### src/rtl/cmag_pkg.sv
// Shared widths, types and constants of the CORDIC magnitude and phase block.
package cmag_pkg;

    localparam int SAMPLE_BITS   = 16;
    localparam int CORDIC_STAGES = 16;
    localparam int GUARD_BITS    = 4;

    localparam int DATA_W  = SAMPLE_BITS + GUARD_BITS + 3;
    localparam int ANGLE_W = 27;
    localparam int STAGE_W = (CORDIC_STAGES > 1) ? $clog2(CORDIC_STAGES) : 1;
    localparam int GAIN_W  = 24;
    localparam int PROD_W  = DATA_W - 1 + GAIN_W;
    localparam int MAG_W   = 16;
    localparam int PHASE_W = 17;
    localparam int PHASE_SHIFT = 9;

    localparam logic [GAIN_W-1:0] INV_GAIN = GAIN_W'(10188014);
    localparam logic signed [ANGLE_W-1:0] ANGLE_PI = ANGLE_W'(16777216);
    localparam int MAG_MAX   = 65535;
    localparam int PHASE_MAX = 32768;

    typedef logic signed [DATA_W-1:0]  data_t;
    typedef logic signed [ANGLE_W-1:0] angle_t;

    typedef struct packed {
        logic   zero;
        data_t  x;
        data_t  y;
        angle_t z;
    } cmag_vec_t;

    localparam angle_t ATAN_TABLE [32] = '{
        ANGLE_W'(4194304), ANGLE_W'(2476042), ANGLE_W'(1308273), ANGLE_W'(664100),
        ANGLE_W'(333339),  ANGLE_W'(166832),  ANGLE_W'(83436),   ANGLE_W'(41721),
        ANGLE_W'(20861),   ANGLE_W'(10430),   ANGLE_W'(5215),    ANGLE_W'(2608),
        ANGLE_W'(1304),    ANGLE_W'(652),     ANGLE_W'(326),     ANGLE_W'(163),
        ANGLE_W'(81),      ANGLE_W'(41),      ANGLE_W'(20),      ANGLE_W'(10),
        ANGLE_W'(5),       ANGLE_W'(3),       ANGLE_W'(1),       ANGLE_W'(1),
        ANGLE_W'(0),       ANGLE_W'(0),       ANGLE_W'(0),       ANGLE_W'(0),
        ANGLE_W'(0),       ANGLE_W'(0),       ANGLE_W'(0),       ANGLE_W'(0)
    };

endpackage

### src/rtl/cmag_prerot.sv
// Input register with quadrant pre-rotation into the right half plane.
module cmag_prerot import cmag_pkg::*; (
    input  logic                   aclk,
    input  logic                   aresetn,
    input  logic                   advance,
    input  logic                   in_valid,
    input  logic [SAMPLE_BITS-1:0] real_part,
    input  logic [SAMPLE_BITS-1:0] imag_part,
    output logic                   out_valid,
    output cmag_vec_t              out_vec
);

    logic      valid_reg;
    cmag_vec_t vec_reg;
    cmag_vec_t vec_next;
    data_t     x_ext;
    data_t     y_ext;

    always_comb begin
        x_ext = {{(DATA_W - SAMPLE_BITS){real_part[SAMPLE_BITS-1]}}, real_part};
        y_ext = {{(DATA_W - SAMPLE_BITS){imag_part[SAMPLE_BITS-1]}}, imag_part};
        vec_next.zero = (x_ext == '0) && (y_ext == '0);
        if (x_ext[DATA_W-1]) begin
            vec_next.z = y_ext[DATA_W-1] ? -ANGLE_PI : ANGLE_PI;
            vec_next.x = (-x_ext) <<< GUARD_BITS;
            vec_next.y = (-y_ext) <<< GUARD_BITS;
        end else begin
            vec_next.z = '0;
            vec_next.x = x_ext <<< GUARD_BITS;
            vec_next.y = y_ext <<< GUARD_BITS;
        end
    end

    always_ff @(posedge aclk) begin
        if (!aresetn) begin
            valid_reg <= 1'b0;
        end else if (advance) begin
            valid_reg <= in_valid;
        end
    end

    always_ff @(posedge aclk) begin
        if (advance) begin
            vec_reg <= vec_next;
        end
    end

    assign out_valid = valid_reg;
    assign out_vec   = vec_reg;

endmodule

### src/rtl/cmag_cell.sv
// One CORDIC vectoring micro-rotation cell of the chain.
module cmag_cell import cmag_pkg::*; (
    input  logic               aclk,
    input  logic               aresetn,
    input  logic               advance,
    input  logic [STAGE_W-1:0] shift_amt,
    input  angle_t             atan_val,
    input  logic               in_valid,
    input  cmag_vec_t          in_vec,
    output logic               out_valid,
    output cmag_vec_t          out_vec
);

    logic      valid_reg;
    cmag_vec_t vec_reg;
    cmag_vec_t vec_next;
    data_t     xs;
    data_t     ys;

    always_comb begin
        xs = in_vec.x >>> shift_amt;
        ys = in_vec.y >>> shift_amt;
        vec_next.zero = in_vec.zero;
        if (!in_vec.y[DATA_W-1]) begin
            vec_next.x = in_vec.x + ys;
            vec_next.y = in_vec.y - xs;
            vec_next.z = in_vec.z + atan_val;
        end else begin
            vec_next.x = in_vec.x - ys;
            vec_next.y = in_vec.y + xs;
            vec_next.z = in_vec.z - atan_val;
        end
    end

    always_ff @(posedge aclk) begin
        if (!aresetn) begin
            valid_reg <= 1'b0;
        end else if (advance) begin
            valid_reg <= in_valid;
        end
    end

    always_ff @(posedge aclk) begin
        if (advance) begin
            vec_reg <= vec_next;
        end
    end

    assign out_valid = valid_reg;
    assign out_vec   = vec_reg;

endmodule

### src/rtl/cmag_post.sv
// Gain compensation, rounding and saturation into the output register.
module cmag_post import cmag_pkg::*; (
    input  logic                      aclk,
    input  logic                      aresetn,
    input  logic                      advance,
    input  logic                      in_valid,
    input  cmag_vec_t                 in_vec,
    output logic                      out_valid,
    output logic [MAG_W-1:0]          magnitude,
    output logic signed [PHASE_W-1:0] phase
);

    localparam logic [PROD_W-1:0] ROUND_HALF = PROD_W'(1) << (GAIN_W + GUARD_BITS - 1);
    localparam logic signed [ANGLE_W:0] PHASE_HALF = (ANGLE_W + 1)'(1) <<< (PHASE_SHIFT - 1);
    localparam logic signed [ANGLE_W:0] PH_HI = (ANGLE_W + 1)'(PHASE_MAX);
    localparam logic signed [ANGLE_W:0] PH_LO = -PH_HI;

    logic                      a_valid_reg;
    logic [PROD_W-1:0]         prod_reg;
    logic [PROD_W-1:0]         prod_next;
    angle_t                    z_reg;
    logic                      zero_reg;
    logic [DATA_W-2:0]         x_pos;

    logic                      valid_reg;
    logic [MAG_W-1:0]          mag_reg;
    logic [MAG_W-1:0]          mag_next;
    logic signed [PHASE_W-1:0] phase_reg;
    logic signed [PHASE_W-1:0] phase_next;
    logic [PROD_W-1:0]         rsum;
    logic [PROD_W-1:0]         mag_full;
    logic signed [ANGLE_W:0]   zr;
    logic signed [ANGLE_W:0]   ph;

    always_comb begin
        x_pos     = in_vec.x[DATA_W-1] ? '0 : in_vec.x[DATA_W-2:0];
        prod_next = PROD_W'(x_pos) * PROD_W'(INV_GAIN);
    end

    always_comb begin
        rsum     = prod_reg + ROUND_HALF;
        mag_full = rsum >> (GAIN_W + GUARD_BITS);
        zr       = {z_reg[ANGLE_W-1], z_reg} + PHASE_HALF;
        ph       = zr >>> PHASE_SHIFT;
        if (zero_reg) begin
            mag_next   = '0;
            phase_next = '0;
        end else begin
            mag_next = (mag_full > PROD_W'(MAG_MAX)) ? MAG_W'(MAG_MAX) : mag_full[MAG_W-1:0];
            if (ph > PH_HI) begin
                phase_next = PH_HI[PHASE_W-1:0];
            end else if (ph < PH_LO) begin
                phase_next = PH_LO[PHASE_W-1:0];
            end else begin
                phase_next = ph[PHASE_W-1:0];
            end
        end
    end

    always_ff @(posedge aclk) begin
        if (!aresetn) begin
            a_valid_reg <= 1'b0;
            valid_reg   <= 1'b0;
        end else if (advance) begin
            a_valid_reg <= in_valid;
            valid_reg   <= a_valid_reg;
        end
    end

    always_ff @(posedge aclk) begin
        if (advance) begin
            prod_reg  <= prod_next;
            z_reg     <= in_vec.z;
            zero_reg  <= in_vec.zero;
            mag_reg   <= mag_next;
            phase_reg <= phase_next;
        end
    end

    assign out_valid = valid_reg;
    assign magnitude = mag_reg;
    assign phase     = phase_reg;

endmodule

### src/rtl/complex_to_magnitude_phase.sv
// Top level: complex sample to magnitude and phase by a chain of CORDIC cells.
//
// Input channel s_: one complex sample per request, signed real and imaginary
// parts. Result channel m_: rounded unsigned magnitude and phase atan2(imag,
// real) in units of pi/32768 (+pi is 32768); a zero sample gives zero for both.
// Each sample passes an input register with quadrant pre-rotation, one cell per
// CORDIC micro-rotation (16), a gain multiply register and the output register.
// Throughput is one request per cycle while the receiver does not stall; the cells hold no shared state.
// The whole chain advances together whenever the output register is empty or
// being taken. While the receiver stalls with a result held, the chain holds
// and s_ready drops; no request is lost or repeated.
// Reset (aresetn low at a clock edge) clears all valid bits; the chain is empty
// and ready on the first cycle after reset.
module complex_to_magnitude_phase import cmag_pkg::*; (
    input  logic                      aclk,
    input  logic                      aresetn,
    input  logic                      s_valid,
    output logic                      s_ready,
    input  logic [SAMPLE_BITS-1:0]    s_real_part,
    input  logic [SAMPLE_BITS-1:0]    s_imag_part,
    output logic                      m_valid,
    input  logic                      m_ready,
    output logic [MAG_W-1:0]          m_magnitude,
    output logic signed [PHASE_W-1:0] m_phase
);

    logic                     advance;
    logic [CORDIC_STAGES:0]   chain_valid;
    cmag_vec_t                chain_vec [CORDIC_STAGES+1];

    assign advance = !m_valid || m_ready;
    assign s_ready = advance;

    cmag_prerot u_prerot (
        .aclk      (aclk),
        .aresetn   (aresetn),
        .advance   (advance),
        .in_valid  (s_valid),
        .real_part (s_real_part),
        .imag_part (s_imag_part),
        .out_valid (chain_valid[0]),
        .out_vec   (chain_vec[0])
    );

    for (genvar k = 0; k < CORDIC_STAGES; k++) begin : g_cell
        cmag_cell u_cell (
            .aclk      (aclk),
            .aresetn   (aresetn),
            .advance   (advance),
            .shift_amt (STAGE_W'(k)),
            .atan_val  (ATAN_TABLE[k]),
            .in_valid  (chain_valid[k]),
            .in_vec    (chain_vec[k]),
            .out_valid (chain_valid[k+1]),
            .out_vec   (chain_vec[k+1])
        );
    end

    cmag_post u_post (
        .aclk      (aclk),
        .aresetn   (aresetn),
        .advance   (advance),
        .in_valid  (chain_valid[CORDIC_STAGES]),
        .in_vec    (chain_vec[CORDIC_STAGES]),
        .out_valid (m_valid),
        .magnitude (m_magnitude),
        .phase     (m_phase)
    );

    a_accept_enters: assert property (@(posedge aclk) disable iff (!aresetn)
        (s_valid && s_ready) |=> chain_valid[0])
        else $error("accepted request missing from first cell");

    a_hold_on_stall: assert property (@(posedge aclk) disable iff (!aresetn)
        !advance |=> $stable(chain_valid))
        else $error("chain moved while output stalled");

    a_phase_range: assert property (@(posedge aclk) disable iff (!aresetn)
        m_valid |-> (m_phase <= $signed(PHASE_W'(PHASE_MAX)) || m_phase[PHASE_W-1]))
        else $error("phase beyond +pi");

    a_last_to_out: assert property (@(posedge aclk) disable iff (!aresetn)
        (!m_valid && !chain_valid[CORDIC_STAGES]) ##1 !m_valid |=> !m_valid)
        else $error("result appeared without a request in flight");

endmodule
### config.mk
export PLATFORM = sky130hd
export DESIGN_NAME = complex_to_magnitude_phase
export DESIGN_NICKNAME = d
export VERILOG_FILES = /design/src/rtl/cmag_pkg.sv /design/src/rtl/cmag_prerot.sv /design/src/rtl/cmag_cell.sv /design/src/rtl/cmag_post.sv /design/src/rtl/complex_to_magnitude_phase.sv
export SDC_FILE = /design/constraint.sdc
export NUM_CORES = 2
export LEC_CHECK = 0
export BUFFER_PORTS_ARGS = -buffer_cell sky130_fd_sc_hd__buf_2
export CAP_MARGIN = 20
export CORE_UTILIZATION = 60
export CTS_BUF_LIST = sky130_fd_sc_hd__clkbuf_2 sky130_fd_sc_hd__clkbuf_4 sky130_fd_sc_hd__clkbuf_8
export CTS_CLUSTER_SIZE = 40
export DETAILED_ROUTE_END_ITERATION = 16
export PLACE_DENSITY_LB_ADDON = 0.2
export SLEW_MARGIN = 20
export SYNTH_ARGS = -nofsm -noshare
export SYNTH_HDL_FRONTEND = slang
export SYNTH_SLANG_ARGS = --single-unit
### constraint.sdc
create_clock -name aclk -period 153.7 [get_ports aclk]
set_input_delay 46.11 -clock aclk [delete_from_list [all_inputs] [get_ports aclk]]
set_output_delay 46.11 -clock aclk [all_outputs]
set_load 0.01 [all_outputs]
# Word-level counts from Yosys, hierarchy flattened
# Cells that the tools add are included.
# word_totals
reg_bits	1360
out_inout_bits	35
wordCells	226
# op_classes
addsub	99
mul	1
order_cmp	3
muxes	22
n_reduce_logical	7
# op_table
operator	n
$mux 73	16
$mux 69	1
$add 23x10->23	2
$add 23x11->23	2
$add 23x12->23	2
$add 23x13->23	2
$add 23x14->23	2
$add 23x15->23	2
$add 23x16->23	2
$add 23x17->23	2
$add 23x18->23	2
$add 23x19->23	2
$add 23x20->23	2
$add 23x21->23	2
$add 23x22->23	2
$add 23x8->23	2
$add 23x9->23	2
$add 46x28->46 const B	1
$logic_not 23->1	2
$sub 23x10->23	2
$sub 23x11->23	2
$sub 23x12->23	2
$sub 23x13->23	2
$sub 23x14->23	2
other kinds (59)	72

# Longest topological paths before layout
# depth
ltp_word	4
mapped_depth	26

# Cells and area by module
# From an unflattened synthesis, not the netlist that was laid out.
# unflattened
cells_unflattened	18373
hier_area_um2	171226.7
# by_module_without_submodules
module	n_inst	cells_per_inst	area_per_inst_um2
cmag_cell (g_cell[11].u_cell ...)	6	1075	9758.1
cmag_cell (g_cell[0].u_cell ...)	4	1044	9639.2
cmag_cell (g_cell[7].u_cell ...)	3	1070	9912.0
cmag_post	1	1185	12588.3
cmag_cell (g_cell[6].u_cell)	1	1062	9910.8
cmag_cell (g_cell[10].u_cell)	1	1068	9894.5
cmag_cell (g_cell[15].u_cell)	1	1036	9711.8
cmag_prerot	1	183	2265.9
complex_to_magnitude_phase	1	3	13.8

# Least setup slack after synthesis
# Ideal clock, no wire load.
# synth_timing
path_type	input-to-output
startpoint	in m_ready
endpoint	out s_ready
arrival_ns	78.098
t_required_ns	107.590
path_slack_ns	29.492
path_stages	3
n_path_buf	1
cell_sequence	nor2b_1 > clkinv_1 > clkbuf_1
# synth_between
elab_chain_cells	1
# synth_rtl
item	line_no	rtl
start: declaration	complex_to_magnitude_phase.sv:22	input logic m_ready,
$logic_or 1x1->1	complex_to_magnitude_phase.sv:31	assign advance = !m_valid || m_ready;
end: declaration	complex_to_magnitude_phase.sv:18	output logic s_ready,
# Every way passes these cells.

# Final worst setup path
# Same ends and word-level chain as after synthesis.

==> summary by stage <==
Die
The floorplan core area is between 150000 and 200000 sq um. The placement row count is 150. The die area is 171400 sq um. For this configuration, the core starts out at a cell density of 0.6069. In this run the count of I/O pins placed on the die edge is 71. The floorplan step set the die width to between 400 and 500 um. The die extent in y is approximately 410 um.

Detailed routing
In the final routed layout, each cell accounts on average for ~19 um. The first detailed-routing pass ran for 6 iterations. The per-cell via count in the routed design is between 5 and 6.

After detailed routing, the number of remaining DRC violations is 0. The number of antenna-violating nets in the routed design is 0. Summed over all layers, the routed wires come to between 200 and 250 mm. The vias after detailed routing is 77460. The number of design-rule violations left by the first detailed-router iteration is roughly 4500.

STA
Counting I/O delays and the setup requirement, the final critical path takes around 93 ns. The final period utilization is 0.6080. Setup repair after global routing left no endpoint under its margin.

The total negative slack is 0 ns. The max-slew violation count was 0. The worst relative slew slack is 0.2217. The number of hold-slack violations in the final timing report is 0.

The achievable frequency is 0.01070 GHz. The total of endpoints with negative setup slack in the final report is 0. The measured slew at the worst slew-check pin is between 1 and 1.5 ns. Between clock sinks in the finished design, the worst skew comes to roughly 0.046 ns.

Setup path
The endpoint required time on the critical path is between 100 and 150 ns. In this run the worst path has a maximum fanout of ~130. The worst setup path is launched from an input pin. The arrival time at the worst endpoint is approximately 47 ns. The endpoint type of the worst setup path is an output pin. The worst setup path is of the input pin to output pin kind.

CTS
Post-CTS timing repair inserted 0 buffers for setup. The clock tree from TritonCTS is built. The number of buffers between clock root and the deepest sink is 3. The number of hold-repair buffers added at the cts stage is 0. The clock tree synthesis step divided the H-tree into 4 levels. Clock tree synthesis found a total of about 1200 sinks.

The number of clock buffers inserted by TritonCTS is between 200 and 250. Gates resized during post-CTS repair numbered 0. Clock latency on the worst-skew pair, taken at its later pin, is roughly 0.97 ns. The cell at the root of the clock tree is sky130_fd_sc_hd__clkbuf_8. Clock-pin slew was measured on the worst setup and hold paths at approximately 0.050 ns.

Yosys
Synthesis produced roughly 10000 cells. The unique cell type count in the Yosys netlist is 94. After synthesis, the share of flip-flops with an asynchronous set or reset is 0. The share of synthesized area in the top cell type comes to 0.3465. After synthesis, the mean cell area works out to roughly 9.8 sq um. The number of enable flip-flop cells after synthesis is around 1200. The count of state elements after synthesis is between 1000 and 1500.

The synthesized netlist occupies a cell area of approximately 100000 sq um. During synthesis, Yosys emitted a total of 0 warnings. Among all flip-flop cells after synthesis, the most frequent one is sky130_fd_sc_hd__edfxtp_1.

For this run, the register share of the synthesized area comes to 0.3503. Sorting the synthesized cells by area gives the leading types as sky130_fd_sc_hd__edfxtp_1 (35%), sky130_fd_sc_hd__ha_1 (15%), sky130_fd_sc_hd__xnor2_1 (7.5%). In the synthesized netlist, the cells that appear most often are sky130_fd_sc_hd__ha_1 (1239), sky130_fd_sc_hd__edfxtp_1 (1175), sky130_fd_sc_hd__nor2_1 (927), sky130_fd_sc_hd__xnor2_1 (874), sky130_fd_sc_hd__a21oi_1 (856). Summed over all instances, the cell type with the most area after synthesis is sky130_fd_sc_hd__edfxtp_1.

sky130_fd_sc_hd__ha_1 is the most common cell in the netlist.

Finish
The fraction of final layout cells with drive strength greater than 1 is 0.05373. The number of flip-flops under the largest register name is approximately 1100. In the final design database the tool counted ~12000 nets. Fill cells in the final layout number around 13000. The area growth from synthesis to layout is 7.179%.

Global route
The aggregate global routing overflow is 0. The overall routing resource usage is 0.2815. The via count of the first global-routing pass was about 77000.

The number of antenna violations at the first check in global routing was 2. The first-pass GRT wire length is just under 400 mm. The pin count of the biggest net entering global routing is 133.

Worst hold path
The path type of the worst min-delay path is register to register.

Placement
The count of input and output buffers is 70. The congestion estimate from routability-driven global placement came to about 0.96. The detailed-placement wirelength estimate is just under 200 mm.

Flow run
The count of maximum capacitance violations is 0.

Status
The run finished with clean final reports.
==> per-stage QoR <==
stage          utilization  hold WS [ns]  instance area (sq um)  cells  setup WS (ns)
6_report            0.6504        0.4054                 109100  12940          60.25
5_1_grt             0.6504        0.4156                 109100  12940          60.11
4_1_cts             0.6504        0.4055                 109100  12940          60.19
3_5_place_dp        0.6244        0.4045                 104800  12560          60.19
3_3_place_gp        0.6244        0.4006                 104800  12560          60.20
2_1_floorplan            -        0.4003                 101800  10380          29.49
==> layer usage <==
| layer | part of all wire | track usage | routed length (um) |
|---|---|---|---|
| met5 | 0 | 0 | 0 |
| met4 | 0.067 | 0.1786 | 16380 |
| met2 | 0.50 | 0.5070 | 121900 |
| met3 | 0.039 | 0.03706 | 9367 |
| met1 | 0.39 | 0.3125 | 95340 |
==> worst max-delay path: stages <==
cell	delay, ns
sky130_fd_sc_hd__buf_2	0.08
sky130_fd_sc_hd__nor2b_1	0.03
sky130_fd_sc_hd__buf_4	0.21
sky130_fd_sc_hd__inv_8	0.62
sky130_fd_sc_hd__buf_2	0.27
==> worst paths after layout <==
path,cells past startpoint,end,start,slack [ns]
setup / recovery,5,s_ready,m_ready,60.25
hold / removal,0,g_cell[12].u_cell.out_vec[73]$_DFFE_PP_,g_cell[11].u_cell.out_vec[73]$_DFFE_PP_,0.41
setup reg to reg,23,u_post.prod_reg[44]$_DFFE_PP_,g_cell[15].u_cell.out_vec[72]$_DFFE_PP_,145.01
hold reg to reg,0,g_cell[12].u_cell.out_vec[73]$_DFFE_PP_,g_cell[11].u_cell.out_vec[73]$_DFFE_PP_,0.41
==> cell type report <==
class,count,area (sq um),area share
Sequential cell,1194,35660,0.3268
Timing Repair Buffer,113,676.9,0.006203
Clock buffer,270,3347,0.03067
Inverter,787,2962,0.02714
Clock inverter,112,1008,0.009241
Tap cell,2204,2758,0.02527
Antenna cell,1,2.502,0.00002293
Multi-Input combinational cell,8262,62710,0.5747
==> kinds of logic after synthesis <==
logic type,after synthesis,synth area share
AOI/OAI and AO/OA,2524,0.1588
xor gates and xnor gates,1277,0.1098
adders and majority gates,1494,0.2024
buffers and inverters,921,0.03400
DFF,1194,0.3503
muxes,50,0.005149
other,1,0.00003683
and+or+nand+nor,2915,0.1395
==> cell usage in the layout (no fill, tap or decap), types with 31 or more instances in the layout <==
cell,count
sky130_fd_sc_hd__a211oi_1,80
sky130_fd_sc_hd__a21boi_0,52
sky130_fd_sc_hd__a21o_1,289
sky130_fd_sc_hd__a21oi_1,856
sky130_fd_sc_hd__a31oi_1,104
sky130_fd_sc_hd__and2_1,67
sky130_fd_sc_hd__and3_1,132
sky130_fd_sc_hd__buf_2,70
sky130_fd_sc_hd__buf_4,42
sky130_fd_sc_hd__clkbuf_4,59
sky130_fd_sc_hd__clkbuf_8,211
sky130_fd_sc_hd__clkinv_1,45
sky130_fd_sc_hd__clkinv_2,39
sky130_fd_sc_hd__edfxtp_1,1175
sky130_fd_sc_hd__fa_1,255
sky130_fd_sc_hd__ha_1,1239
sky130_fd_sc_hd__inv_1,781
sky130_fd_sc_hd__mux2i_1,31
sky130_fd_sc_hd__nand2_1,542
sky130_fd_sc_hd__nand2b_1,176
sky130_fd_sc_hd__nand3_1,185
sky130_fd_sc_hd__nand4_1,54
sky130_fd_sc_hd__nor2_1,927
sky130_fd_sc_hd__nor2b_1,168
sky130_fd_sc_hd__nor3_1,315
sky130_fd_sc_hd__nor3b_1,45
sky130_fd_sc_hd__nor4_1,86
sky130_fd_sc_hd__o211ai_1,76
sky130_fd_sc_hd__o21a_1,128
sky130_fd_sc_hd__o21ai_0,437
sky130_fd_sc_hd__o21bai_1,107
sky130_fd_sc_hd__o31ai_1,53
sky130_fd_sc_hd__o41ai_1,48
sky130_fd_sc_hd__or2_2,42
sky130_fd_sc_hd__or3_1,75
sky130_fd_sc_hd__or4_1,32
sky130_fd_sc_hd__xnor2_1,874
sky130_fd_sc_hd__xor2_1,403
Power is not shown: default switching activity piles up to over one toggle a cycle in this logic, so the estimate is an artifact.
